$ cat config.mk
export PLATFORM = sky130hd
export DESIGN_NAME = software_timer_bank
export DESIGN_NICKNAME = d
export VERILOG_FILES = /design/src/hw/rtl/stb_pkg.sv /design/src/hw/rtl/stb_slot_ram.sv /design/src/hw/rtl/stb_free_list.sv /design/src/hw/rtl/software_timer_bank.sv
export SDC_FILE = /design/constraint.sdc
export NUM_CORES = 2
export LEC_CHECK = 0
export ABC_AREA = 1
export BUFFER_PORTS_ARGS = -buffer_cell sky130_fd_sc_hd__buf_4
export CAP_MARGIN = 5
export CORE_MARGIN = 2
export CORE_UTILIZATION = 40
export CTS_BUF_LIST = sky130_fd_sc_hd__clkbuf_4 sky130_fd_sc_hd__clkbuf_8
export CTS_CLUSTER_DIAMETER = 40
export DETAILED_ROUTE_END_ITERATION = 12
export PLACE_DENSITY_LB_ADDON = 0.25
export SLEW_MARGIN = 20
export SYNTH_ARGS = -nofsm -noshare
export SYNTH_HDL_FRONTEND = slang
export SYNTH_SLANG_ARGS = --single-unit
$ cat constraint.sdc
create_clock -name clk_i -period 13.5 [get_ports clk_i]
set_input_delay 1.35 -clock clk_i [delete_from_list [all_inputs] [get_ports clk_i]]
set_output_delay 1.35 -clock clk_i [all_outputs]
set_load 0.01 [all_outputs]
$ cat src/hw/rtl/stb_pkg.sv
`timescale 1ns / 1ps
package stb_pkg;

  localparam logic [2:0] FUNC_CREATE = 3'd0;
  localparam logic [2:0] FUNC_START  = 3'd1;
  localparam logic [2:0] FUNC_STOP   = 3'd2;
  localparam logic [2:0] FUNC_DELETE = 3'd3;
  localparam logic [2:0] FUNC_QUERY  = 3'd4;
  localparam logic [2:0] FUNC_TICK   = 3'd5;

  localparam logic [2:0] STS_OK          = 3'd0;
  localparam logic [2:0] STS_BAD_ID      = 3'd1;
  localparam logic [2:0] STS_NOT_CREATED = 3'd2;
  localparam logic [2:0] STS_NOT_STARTED = 3'd3;
  localparam logic [2:0] STS_ZERO_IVAL   = 3'd4;
  localparam logic [2:0] STS_BAD_MODE    = 3'd5;
  localparam logic [2:0] STS_NONE_FREE   = 3'd6;

  localparam logic [1:0] SLOT_UNUSED  = 2'd0;
  localparam logic [1:0] SLOT_CREATED = 2'd1;
  localparam logic [1:0] SLOT_TICKING = 2'd2;

  localparam logic [1:0] MODE_ONESHOT  = 2'd0;
  localparam logic [1:0] MODE_PERIODIC = 2'd1;
  localparam logic [1:0] MODE_NO_SDEL  = 2'd2;

  typedef struct packed {
    logic [15:0] tag;
    logic [1:0]  status;
    logic [1:0]  mode;
    logic [31:0] reload;
    logic [31:0] left;
  } slot_t;

endpackage

$ cat src/hw/rtl/stb_slot_ram.sv
`timescale 1ns / 1ps
module stb_slot_ram import stb_pkg::*; #(
  parameter int SLOTS = 16,
  localparam int SW = $clog2(SLOTS)
) (
  input  logic          clk_i,
  input  logic          rst_ni,
  input  logic          rd_en_i,
  input  logic [SW-1:0] raddr_i,
  output slot_t         rdata_o,
  input  logic          we_i,
  input  logic [SW-1:0] waddr_i,
  input  slot_t         wdata_i
);

  slot_t             mem [SLOTS];
  logic [SLOTS-1:0]  vld_q;
  slot_t             rdata_q;
  logic              rvld_q;
  logic [SW-1:0]     raddr_q;

  always_ff @(posedge clk_i) begin
    if (we_i) begin
      mem[waddr_i] <= wdata_i;
    end
    if (rd_en_i) begin
      rdata_q <= mem[raddr_i];
      raddr_q <= raddr_i;
    end
  end

  always_ff @(posedge clk_i or negedge rst_ni) begin
    if (!rst_ni) begin
      vld_q  <= '0;
      rvld_q <= 1'b0;
    end else begin
      if (we_i) begin
        vld_q[waddr_i] <= 1'b1;
      end
      if (rd_en_i) begin
        rvld_q <= vld_q[raddr_i];
      end
    end
  end

  // never-written entries read as their reset value
  always_comb begin
    if (rvld_q) begin
      rdata_o = rdata_q;
    end else begin
      rdata_o        = '0;
      rdata_o.tag    = 16'(raddr_q);
      rdata_o.status = SLOT_UNUSED;
    end
  end

endmodule

$ cat src/hw/rtl/stb_free_list.sv
`timescale 1ns / 1ps
module stb_free_list import stb_pkg::*; #(
  parameter int SLOTS = 16,
  localparam int SW = $clog2(SLOTS),
  localparam int CW = $clog2(SLOTS + 1)
) (
  input  logic          clk_i,
  input  logic          rst_ni,
  input  logic          rd_en_i,
  output logic [SW-1:0] rdata_o,
  input  logic          pop_i,
  input  logic          push_i,
  input  logic [SW-1:0] push_slot_i,
  output logic          empty_o,
  output logic [CW-1:0] count_o
);

  logic [SW-1:0]    mem [SLOTS];
  logic [SLOTS-1:0] vld_q;
  logic [SW-1:0]    head_q, head_d;
  logic [CW-1:0]    count_q, count_d;
  logic [SW-1:0]    rdata_q, raddr_q;
  logic             rvld_q;
  logic [CW:0]      tail_sum;
  logic [SW-1:0]    tail;
  logic             do_push;

  assign tail_sum = (CW+1)'(head_q) + (CW+1)'(count_q);
  assign tail     = (tail_sum >= (CW+1)'(SLOTS)) ? SW'(tail_sum - (CW+1)'(SLOTS))
                                                 : SW'(tail_sum);
  assign do_push  = push_i && (count_q < CW'(SLOTS));

  always_comb begin
    head_d  = head_q;
    count_d = count_q;
    if (pop_i) begin
      head_d  = (head_q == SW'(SLOTS - 1)) ? '0 : head_q + SW'(1);
      count_d = count_q - CW'(1);
    end else if (do_push) begin
      count_d = count_q + CW'(1);
    end
  end

  always_ff @(posedge clk_i) begin
    if (do_push) begin
      mem[tail] <= push_slot_i;
    end
    if (rd_en_i) begin
      rdata_q <= mem[head_q];
      raddr_q <= head_q;
    end
  end

  always_ff @(posedge clk_i or negedge rst_ni) begin
    if (!rst_ni) begin
      vld_q   <= '0;
      rvld_q  <= 1'b0;
      head_q  <= '0;
      count_q <= CW'(SLOTS);
    end else begin
      head_q  <= head_d;
      count_q <= count_d;
      if (do_push) begin
        vld_q[tail] <= 1'b1;
      end
      if (rd_en_i) begin
        rvld_q <= vld_q[head_q];
      end
    end
  end

  assign rdata_o = rvld_q ? rdata_q : raddr_q;
  assign empty_o = (count_q == '0);
  assign count_o = count_q;

endmodule

$ cat src/hw/rtl/software_timer_bank.sv
`timescale 1ns / 1ps
// Bank of TIMER_SLOTS software timers kept in a slot RAM and a free-list RAM,
// both with registered reads. One command is handled at a time; in_stall_o
// is high after the accepting cycle until the last result is loaded into the
// output register. Create reads a free slot from the free list, then the slot
// RAM, then writes the slot and pops the free list. For start, stop, delete and
// query the id is reduced to its slot index by a reciprocal multiply at accept
// and one compare and subtract. A tick walks the slot RAM one slot per cycle,
// pausing while an expiry is waiting on a stalled output. Both RAMs come out of
// reset ready, with no clearing pass.
module software_timer_bank import stb_pkg::*; #(
  parameter int TIMER_SLOTS = 16,
  parameter int ID_LIMIT    = 65520
) (
  input  logic        clk_i,
  input  logic        rst_ni,
  input  logic        in_valid_i,
  output logic        in_stall_o,
  input  logic [2:0]  func_i,
  input  logic [15:0] timer_id_i,
  input  logic [31:0] interval_i,
  input  logic [1:0]  mode_i,
  output logic        out_valid_o,
  input  logic        out_stall_i,
  output logic [2:0]  status_o,
  output logic [15:0] result_id_o,
  output logic [31:0] remaining_o,
  output logic        expired_o,
  output logic        last_o
);

  localparam int SW = $clog2(TIMER_SLOTS);
  localparam int CW = $clog2(TIMER_SLOTS + 1);
  localparam logic [31:0] ID_RECIP = 32'((64'd1 << 32) / TIMER_SLOTS);

  typedef enum logic [2:0] {
    S_IDLE, S_CR_FL, S_CR_SL, S_MOD, S_CMD, S_TICK, S_TEND, S_EMIT
  } state_e;

  state_e        state_q, state_d;
  logic [2:0]    func_q, func_d;
  logic [15:0]   id_q, id_d;
  logic [31:0]   ival_q, ival_d;
  logic [1:0]    mode_q, mode_d;
  logic [15:0]   quot_q, quot_d;
  logic [SW-1:0] idx_q, idx_d;
  logic          pend_q, pend_d;
  logic [15:0]   pend_id_q, pend_id_d;
  logic [2:0]    res_sts_q, res_sts_d;
  logic [15:0]   res_id_q, res_id_d;
  logic [31:0]   res_rem_q, res_rem_d;
  logic          out_valid_q, out_valid_d;
  logic [2:0]    out_sts_q, out_sts_d;
  logic [15:0]   out_id_q, out_id_d;
  logic [31:0]   out_rem_q, out_rem_d;
  logic          out_exp_q, out_exp_d;
  logic          out_last_q, out_last_d;

  logic          sr_rd, sr_we;
  logic [SW-1:0] sr_raddr, sr_waddr;
  slot_t         sr_rdata, sr_wdata;
  logic          fl_rd, fl_pop, fl_push, fl_empty;
  logic [SW-1:0] fl_rdata, fl_push_slot;
  logic [CW-1:0] fl_count;

  logic          out_free;
  logic [47:0]   id_prod;
  logic [16:0]   id_mod_raw;
  logic [SW-1:0] slot_sel;
  logic [31:0]   left_dec;
  logic          hit, hold;
  logic [16:0]   tag_sum;

  stb_slot_ram #(.SLOTS(TIMER_SLOTS)) u_slot_ram (
    .clk_i, .rst_ni,
    .rd_en_i (sr_rd),
    .raddr_i (sr_raddr),
    .rdata_o (sr_rdata),
    .we_i    (sr_we),
    .waddr_i (sr_waddr),
    .wdata_i (sr_wdata)
  );

  stb_free_list #(.SLOTS(TIMER_SLOTS)) u_free_list (
    .clk_i, .rst_ni,
    .rd_en_i     (fl_rd),
    .rdata_o     (fl_rdata),
    .pop_i       (fl_pop),
    .push_i      (fl_push),
    .push_slot_i (fl_push_slot),
    .empty_o     (fl_empty),
    .count_o     (fl_count)
  );

  // quotient estimate is exact or one low
  assign out_free   = !out_valid_q || !out_stall_i;
  assign id_prod    = 48'(timer_id_i) * 48'(ID_RECIP);
  assign id_mod_raw = 17'(id_q) - 17'(quot_q) * 17'(TIMER_SLOTS);
  assign slot_sel   = (id_mod_raw >= 17'(TIMER_SLOTS)) ?
                      SW'(id_mod_raw - 17'(TIMER_SLOTS)) : SW'(id_mod_raw);
  assign left_dec   = (sr_rdata.left != '0) ? sr_rdata.left - 32'd1 : sr_rdata.left;
  assign hit        = (sr_rdata.status == SLOT_TICKING) && (left_dec == '0);
  assign hold       = hit && pend_q && !out_free;
  assign tag_sum    = {1'b0, sr_rdata.tag} + 17'(TIMER_SLOTS);

  always_comb begin
    state_d      = state_q;
    func_d       = func_q;
    id_d         = id_q;
    ival_d       = ival_q;
    mode_d       = mode_q;
    quot_d       = quot_q;
    idx_d        = idx_q;
    pend_d       = pend_q;
    pend_id_d    = pend_id_q;
    res_sts_d    = res_sts_q;
    res_id_d     = res_id_q;
    res_rem_d    = res_rem_q;
    out_valid_d  = out_valid_q && out_stall_i;
    out_sts_d    = out_sts_q;
    out_id_d     = out_id_q;
    out_rem_d    = out_rem_q;
    out_exp_d    = out_exp_q;
    out_last_d   = out_last_q;
    sr_rd        = 1'b0;
    sr_raddr     = idx_q;
    sr_we        = 1'b0;
    sr_waddr     = idx_q;
    sr_wdata     = sr_rdata;
    fl_rd        = 1'b0;
    fl_pop       = 1'b0;
    fl_push      = 1'b0;
    fl_push_slot = idx_q;

    case (state_q)
      S_IDLE: begin
        if (in_valid_i) begin
          func_d    = func_i;
          id_d      = timer_id_i;
          ival_d    = interval_i;
          mode_d    = mode_i;
          res_sts_d = STS_OK;
          res_id_d  = '0;
          res_rem_d = '0;
          state_d   = S_EMIT;
          if (func_i == FUNC_CREATE) begin
            if (interval_i == '0) begin
              res_sts_d = STS_ZERO_IVAL;
            end else if (mode_i > MODE_NO_SDEL) begin
              res_sts_d = STS_BAD_MODE;
            end else if (fl_empty) begin
              res_sts_d = STS_NONE_FREE;
            end else begin
              fl_rd   = 1'b1;
              state_d = S_CR_FL;
            end
          end else if (func_i inside {[FUNC_START:FUNC_QUERY]}) begin
            if (32'(timer_id_i) >= 32'(ID_LIMIT)) begin
              res_sts_d = STS_BAD_ID;
            end else begin
              quot_d  = id_prod[47:32];
              state_d = S_MOD;
            end
          end else if (func_i == FUNC_TICK) begin
            sr_rd    = 1'b1;
            sr_raddr = '0;
            idx_d    = '0;
            pend_d   = 1'b0;
            state_d  = S_TICK;
          end
        end
      end
      S_CR_FL: begin
        sr_rd    = 1'b1;
        sr_raddr = fl_rdata;
        idx_d    = fl_rdata;
        state_d  = S_CR_SL;
      end
      S_CR_SL: begin
        sr_we           = 1'b1;
        sr_wdata.status = SLOT_CREATED;
        sr_wdata.mode   = mode_q;
        sr_wdata.reload = ival_q;
        sr_wdata.left   = '0;
        fl_pop          = 1'b1;
        res_id_d        = sr_rdata.tag;
        state_d         = S_EMIT;
      end
      S_MOD: begin
        sr_rd    = 1'b1;
        sr_raddr = slot_sel;
        idx_d    = slot_sel;
        state_d  = S_CMD;
      end
      S_CMD: begin
        state_d = S_EMIT;
        if (sr_rdata.tag != id_q) begin
          res_sts_d = STS_BAD_ID;
        end else if (!(sr_rdata.status == SLOT_CREATED ||
                       sr_rdata.status == SLOT_TICKING)) begin
          res_sts_d = STS_NOT_CREATED;
        end else begin
          case (func_q)
            FUNC_START: begin
              sr_we           = 1'b1;
              sr_wdata.left   = sr_rdata.reload;
              sr_wdata.status = SLOT_TICKING;
            end
            FUNC_STOP: begin
              if (sr_rdata.status != SLOT_TICKING) begin
                res_sts_d = STS_NOT_STARTED;
              end else begin
                sr_we           = 1'b1;
                sr_wdata.status = SLOT_CREATED;
                sr_wdata.left   = '0;
              end
            end
            FUNC_DELETE: begin
              sr_we           = 1'b1;
              sr_wdata.status = SLOT_UNUSED;
              sr_wdata.left   = '0;
              fl_push         = 1'b1;
            end
            FUNC_QUERY: begin
              if (sr_rdata.status != SLOT_TICKING) begin
                res_sts_d = STS_NOT_STARTED;
              end else begin
                res_rem_d = sr_rdata.left;
              end
            end
            default: begin
              res_sts_d = STS_OK;
            end
          endcase
        end
      end
      S_TICK: begin
        if (!hold) begin
          if (sr_rdata.status == SLOT_TICKING) begin
            sr_we         = 1'b1;
            sr_wdata.left = left_dec;
          end
          if (hit) begin
            // previous expiry goes out now, this one is held until the next hit or the end of the walk
            if (pend_q) begin
              out_valid_d = 1'b1;
              out_sts_d   = STS_OK;
              out_id_d    = pend_id_q;
              out_rem_d   = '0;
              out_exp_d   = 1'b1;
              out_last_d  = 1'b0;
            end
            pend_d    = 1'b1;
            pend_id_d = sr_rdata.tag;
            case (sr_rdata.mode)
              MODE_ONESHOT: begin
                sr_wdata.status = SLOT_UNUSED;
                sr_wdata.tag    = (tag_sum < 17'(ID_LIMIT)) ? tag_sum[15:0] : 16'(idx_q);
                fl_push         = 1'b1;
              end
              MODE_NO_SDEL: begin
                sr_wdata.status = SLOT_CREATED;
              end
              default: begin
                sr_wdata.left = sr_rdata.reload;
              end
            endcase
          end
          if (idx_q == SW'(TIMER_SLOTS - 1)) begin
            state_d = S_TEND;
          end else begin
            idx_d    = idx_q + SW'(1);
            sr_rd    = 1'b1;
            sr_raddr = idx_q + SW'(1);
          end
        end
      end
      S_TEND: begin
        if (out_free) begin
          out_valid_d = 1'b1;
          out_sts_d   = STS_OK;
          out_id_d    = pend_q ? pend_id_q : '0;
          out_rem_d   = '0;
          out_exp_d   = pend_q;
          out_last_d  = 1'b1;
          pend_d      = 1'b0;
          state_d     = S_IDLE;
        end
      end
      S_EMIT: begin
        if (out_free) begin
          out_valid_d = 1'b1;
          out_sts_d   = res_sts_q;
          out_id_d    = res_id_q;
          out_rem_d   = res_rem_q;
          out_exp_d   = 1'b0;
          out_last_d  = 1'b1;
          state_d     = S_IDLE;
        end
      end
      default: begin
        state_d = S_IDLE;
      end
    endcase
  end

  always_ff @(posedge clk_i or negedge rst_ni) begin
    if (!rst_ni) begin
      state_q     <= S_IDLE;
      pend_q      <= 1'b0;
      out_valid_q <= 1'b0;
      func_q      <= '0;
      id_q        <= '0;
      ival_q      <= '0;
      mode_q      <= '0;
      quot_q      <= '0;
      idx_q       <= '0;
      pend_id_q   <= '0;
      res_sts_q   <= '0;
      res_id_q    <= '0;
      res_rem_q   <= '0;
      out_sts_q   <= '0;
      out_id_q    <= '0;
      out_rem_q   <= '0;
      out_exp_q   <= 1'b0;
      out_last_q  <= 1'b0;
    end else begin
      state_q     <= state_d;
      pend_q      <= pend_d;
      out_valid_q <= out_valid_d;
      func_q      <= func_d;
      id_q        <= id_d;
      ival_q      <= ival_d;
      mode_q      <= mode_d;
      quot_q      <= quot_d;
      idx_q       <= idx_d;
      pend_id_q   <= pend_id_d;
      res_sts_q   <= res_sts_d;
      res_id_q    <= res_id_d;
      res_rem_q   <= res_rem_d;
      out_sts_q   <= out_sts_d;
      out_id_q    <= out_id_d;
      out_rem_q   <= out_rem_d;
      out_exp_q   <= out_exp_d;
      out_last_q  <= out_last_d;
    end
  end

  assign in_stall_o  = (state_q != S_IDLE);
  assign out_valid_o = out_valid_q;
  assign status_o    = out_sts_q;
  assign result_id_o = out_id_q;
  assign remaining_o = out_rem_q;
  assign expired_o   = out_exp_q;
  assign last_o      = out_last_q;

  a_free_count_bound: assert property (@(posedge clk_i) disable iff (!rst_ni)
    32'(fl_count) <= 32'(TIMER_SLOTS))
    else $error("free count above slot count");

  a_idle_no_pending: assert property (@(posedge clk_i) disable iff (!rst_ni)
    !in_stall_o |-> !pend_q)
    else $error("pending expiry left while idle");

  a_expiry_ok: assert property (@(posedge clk_i) disable iff (!rst_ni)
    (out_valid_o && expired_o) |-> (status_o == STS_OK))
    else $error("expiry with nonzero status");

  a_accept_busy: assert property (@(posedge clk_i) disable iff (!rst_ni)
    (in_valid_i && !in_stall_o) |=> in_stall_o)
    else $error("new transfer taken before result delivered");

endmodule
==> flow_metrics.py <==
metrics = {
    "grt": {
        "grt_max_degree": 234,
        "globalRouteOverflowTotal": 0,
        "antenna_found_initial": 7,
        "grt_pass1_vias": 50100,
        "grt.total_usage_pct": 23.5,
        "grt_pass1_wl_mm": 334,
    },
    "route": {
        "firstDrtPassIters": 6,
        "vias_per_cell": 5.57,
        "wirelength_mm": 228,
        "drc": 0,
        "drtIter0Drc": 5594,
        "via_count": 51600,
        "ant_nets": 0,
        "post_drt_wl_per_cell_um": 24.6,
    },
    "yosys": {
        "postSynthAreaPerCell_um2": 11.7,
        "async_flop_share_pct": 13.0,
        "netlist_area_mm2": 0.0743,
        "syn_inst": 6374,
        "ys_warn_count": 0,
        "synth-edff-count": 1504,
        "netlist.area_leader.share_pct": 60.8,
        "synth_nets": 6450,
        "synth_common_cells": "edfxtp_1, nand2_1, o21ai_0",
        "yosysSeqAreaShare_pct": 68.3,
        "synth_ff_type": "edfxtp_1",
        "synth_area_leaders": "edfxtp_1, dfrtp_1, nand2_1",
        "yosysTopAreaCell": "edfxtp_1",
        "synth.distinct_cells": 58,
        "synth.most_common_cell": "edfxtp_1",
        "ys_ff_latch": 1729,
    },
    "placement": {
        "portBuffers": 111,
        "dpl.hpwl_mm": 127,
        "placed_area_mm2": 0.0778,
        "gp_congestion": 0.962,
    },
    "critical_path": {
        "crit_slowest_cell": "dfrtp_4",
        "critPathBufInv": 4,
        "cpMostUsedCell": "nand2_1",
        "cp_max_fo": 137,
        "required_ns": 14.34,
        "cpLargestDelayFamily": "buffers and inverters",
        "end_kind": "flop",
        "arrival_ns": 8.57,
        "crit_path_max_incr_delay_ns": 0.84,
        "setup.worst_path.start": "u_slot_ram.rvld_q",
        "path_class": "reg2reg",
        "timing.rr.start": "u_slot_ram.rvld_q",
        "start_kind": "flop",
    },
    "floorplan": {
        "start_util_pct": 40.2,
        "top_level_ports": 112,
        "dieWidth_um": 435,
        "core_area_mm2": 0.185,
        "die_h_um": 435,
        "die-area_mm2": 0.189,
        "rows": 158,
    },
    "final_layout": {
        "fillers": 17200,
        "nets": 6631,
        "drive_above_1_share_pct": 15.0,
        "seq_area_mm2": 0.0508,
        "utilization_pct": 45.4,
        "multi_input_area_mm2": 0.0198,
        "syn_to_final_growth_pct": 12.9,
        "finalInstanceArea_mm2": 0.0840,
    },
    "clock_tree": {
        "htreeDepth": 5,
        "clk_pin_slew_worst_paths_ns": 0.06,
        "cts_hold_buf": 0,
        "clock-sinks": 1729,
        "clock_latency_ns": 1.06,
        "cts_resized": 0,
        "root_buffer": "clkbuf_8",
        "cts_made_buffers": 315,
        "cts_setup_buffers": 0,
        "cts_buffer_depth": 4,
        "cts_tree": "built",
    },
    "timing": {
        "min_period_ns": 7.74,
        "slew_headroom_pct": 19.7,
        "slew_viol_final": 0,
        "worst_pin_slew_ns": 1.20,
        "hold_viol": 0,
        "fin_crit_sh_pct": 57.3,
        "holdWs_ns": 0.288,
        "clock_skew_ns": 0.107,
        "max_freq_mhz": 129,
        "rsz0062_at_grt": "false",
        "fin_setup_tns_ns": 0,
        "finalSetupViolations": 0,
    },
    "status": {
        "outcome": "complete, no violations",
    },
    "hold_path": {
        "hp-class": "in2async",
    },
    "flow_run": {
        "cap_viol_max_count": 0,
    },
}
-- state kept, by name (all words and copies together), names as in the netlist, 32 cells and up --
signal              count
u_free_list.mem        64
u_slot_ram.mem       1344
remaining_o            32
ival_q                 32
res_rem_q              32
u_slot_ram.rdata_q     84
-- metrics by stage --
step	setup slack [ns]	cells
floorplan	6.58	6374
global placement	6.02	8717
detailed placement	5.97	8718
CTS	5.93	9260
global route	5.31	9262
finish	5.76	9263
-- cells in the final DEF, fill, tap and decap left out, drive strengths merged, types with 7 or more instances in the layout --
| cell | instances |
|---|---|
| dfrtp | 224 |
| o211ai | 681 |
| edfxtp | 1504 |
| nor2 | 550 |
| nor3 | 18 |
| nand2 | 1213 |
| nand3 | 314 |
| or2 | 7 |
| ha | 17 |
| inv | 553 |
| clkinv | 77 |
| nor4 | 13 |
| o21ai | 633 |
| xnor2 | 13 |
| bufinv | 8 |
| a31oi | 8 |
| buf | 258 |
| a21oi | 76 |
| clkbuf | 452 |
| xor2 | 17 |
| o221ai | 29 |
| o22ai | 57 |
| nand4 | 16 |
-- cell type report --
class | instances | share of cell area (%)
multi-input cells | 3697 | 23.6
inverters | 554 | 2.51
flip-flops and latches | 1729 | 60.5
well taps | 2480 | 3.70
clock buffers | 452 | 6.51
clock inverters | 90 | 0.772
diodes | 3 | 0.00894
repair buffers | 258 | 2.37
-- cell families after synthesis --
logic type / count (synthesis) / share of synthesized area (%)
and+or+nand+nor: 2136 / 11.7
adders and majority gates: 19 / 0.340
xor gates and xnor gates: 30 / 0.353
DFF: 1729 / 68.3
AOI/OAI and AO/OA: 1511 / 13.9
muxes: 1 / 0.0151
buffers and inverters: 948 / 5.38
-- path summary, 6_finish.rpt --
kind | slack, ns | cells after the start | endpoint
hold reg to reg | 0.45 | 2 | u_free_list.vld_q[7]
setup / recovery | 5.76 | 26 | u_slot_ram.rdata_q[74]
hold / removal | 0.29 | 1 | res_id_q[2]
setup reg to reg | 5.76 | 26 | u_slot_ram.rdata_q[74]
max in group asynchronous | 11.11 | 3 | ival_q[23]
min in group clk_i | 0.45 | 2 | u_free_list.vld_q[7]
-- layer usage --
layer | track usage (%) | vias to the layer above | part of all wire [%]
li1 | - | 23200 | -
met1 | 32.2 | 25700 | 42
met5 | 0 | - | 0.0092
met2 | 37.5 | 2181 | 47
met4 | 10.1 | 4 | 4.1
met3 | 3.44 | 512 | 7.1
Power is not shown: default switching activity piles up to over one toggle a cycle in this logic, so the estimate is an artifact.
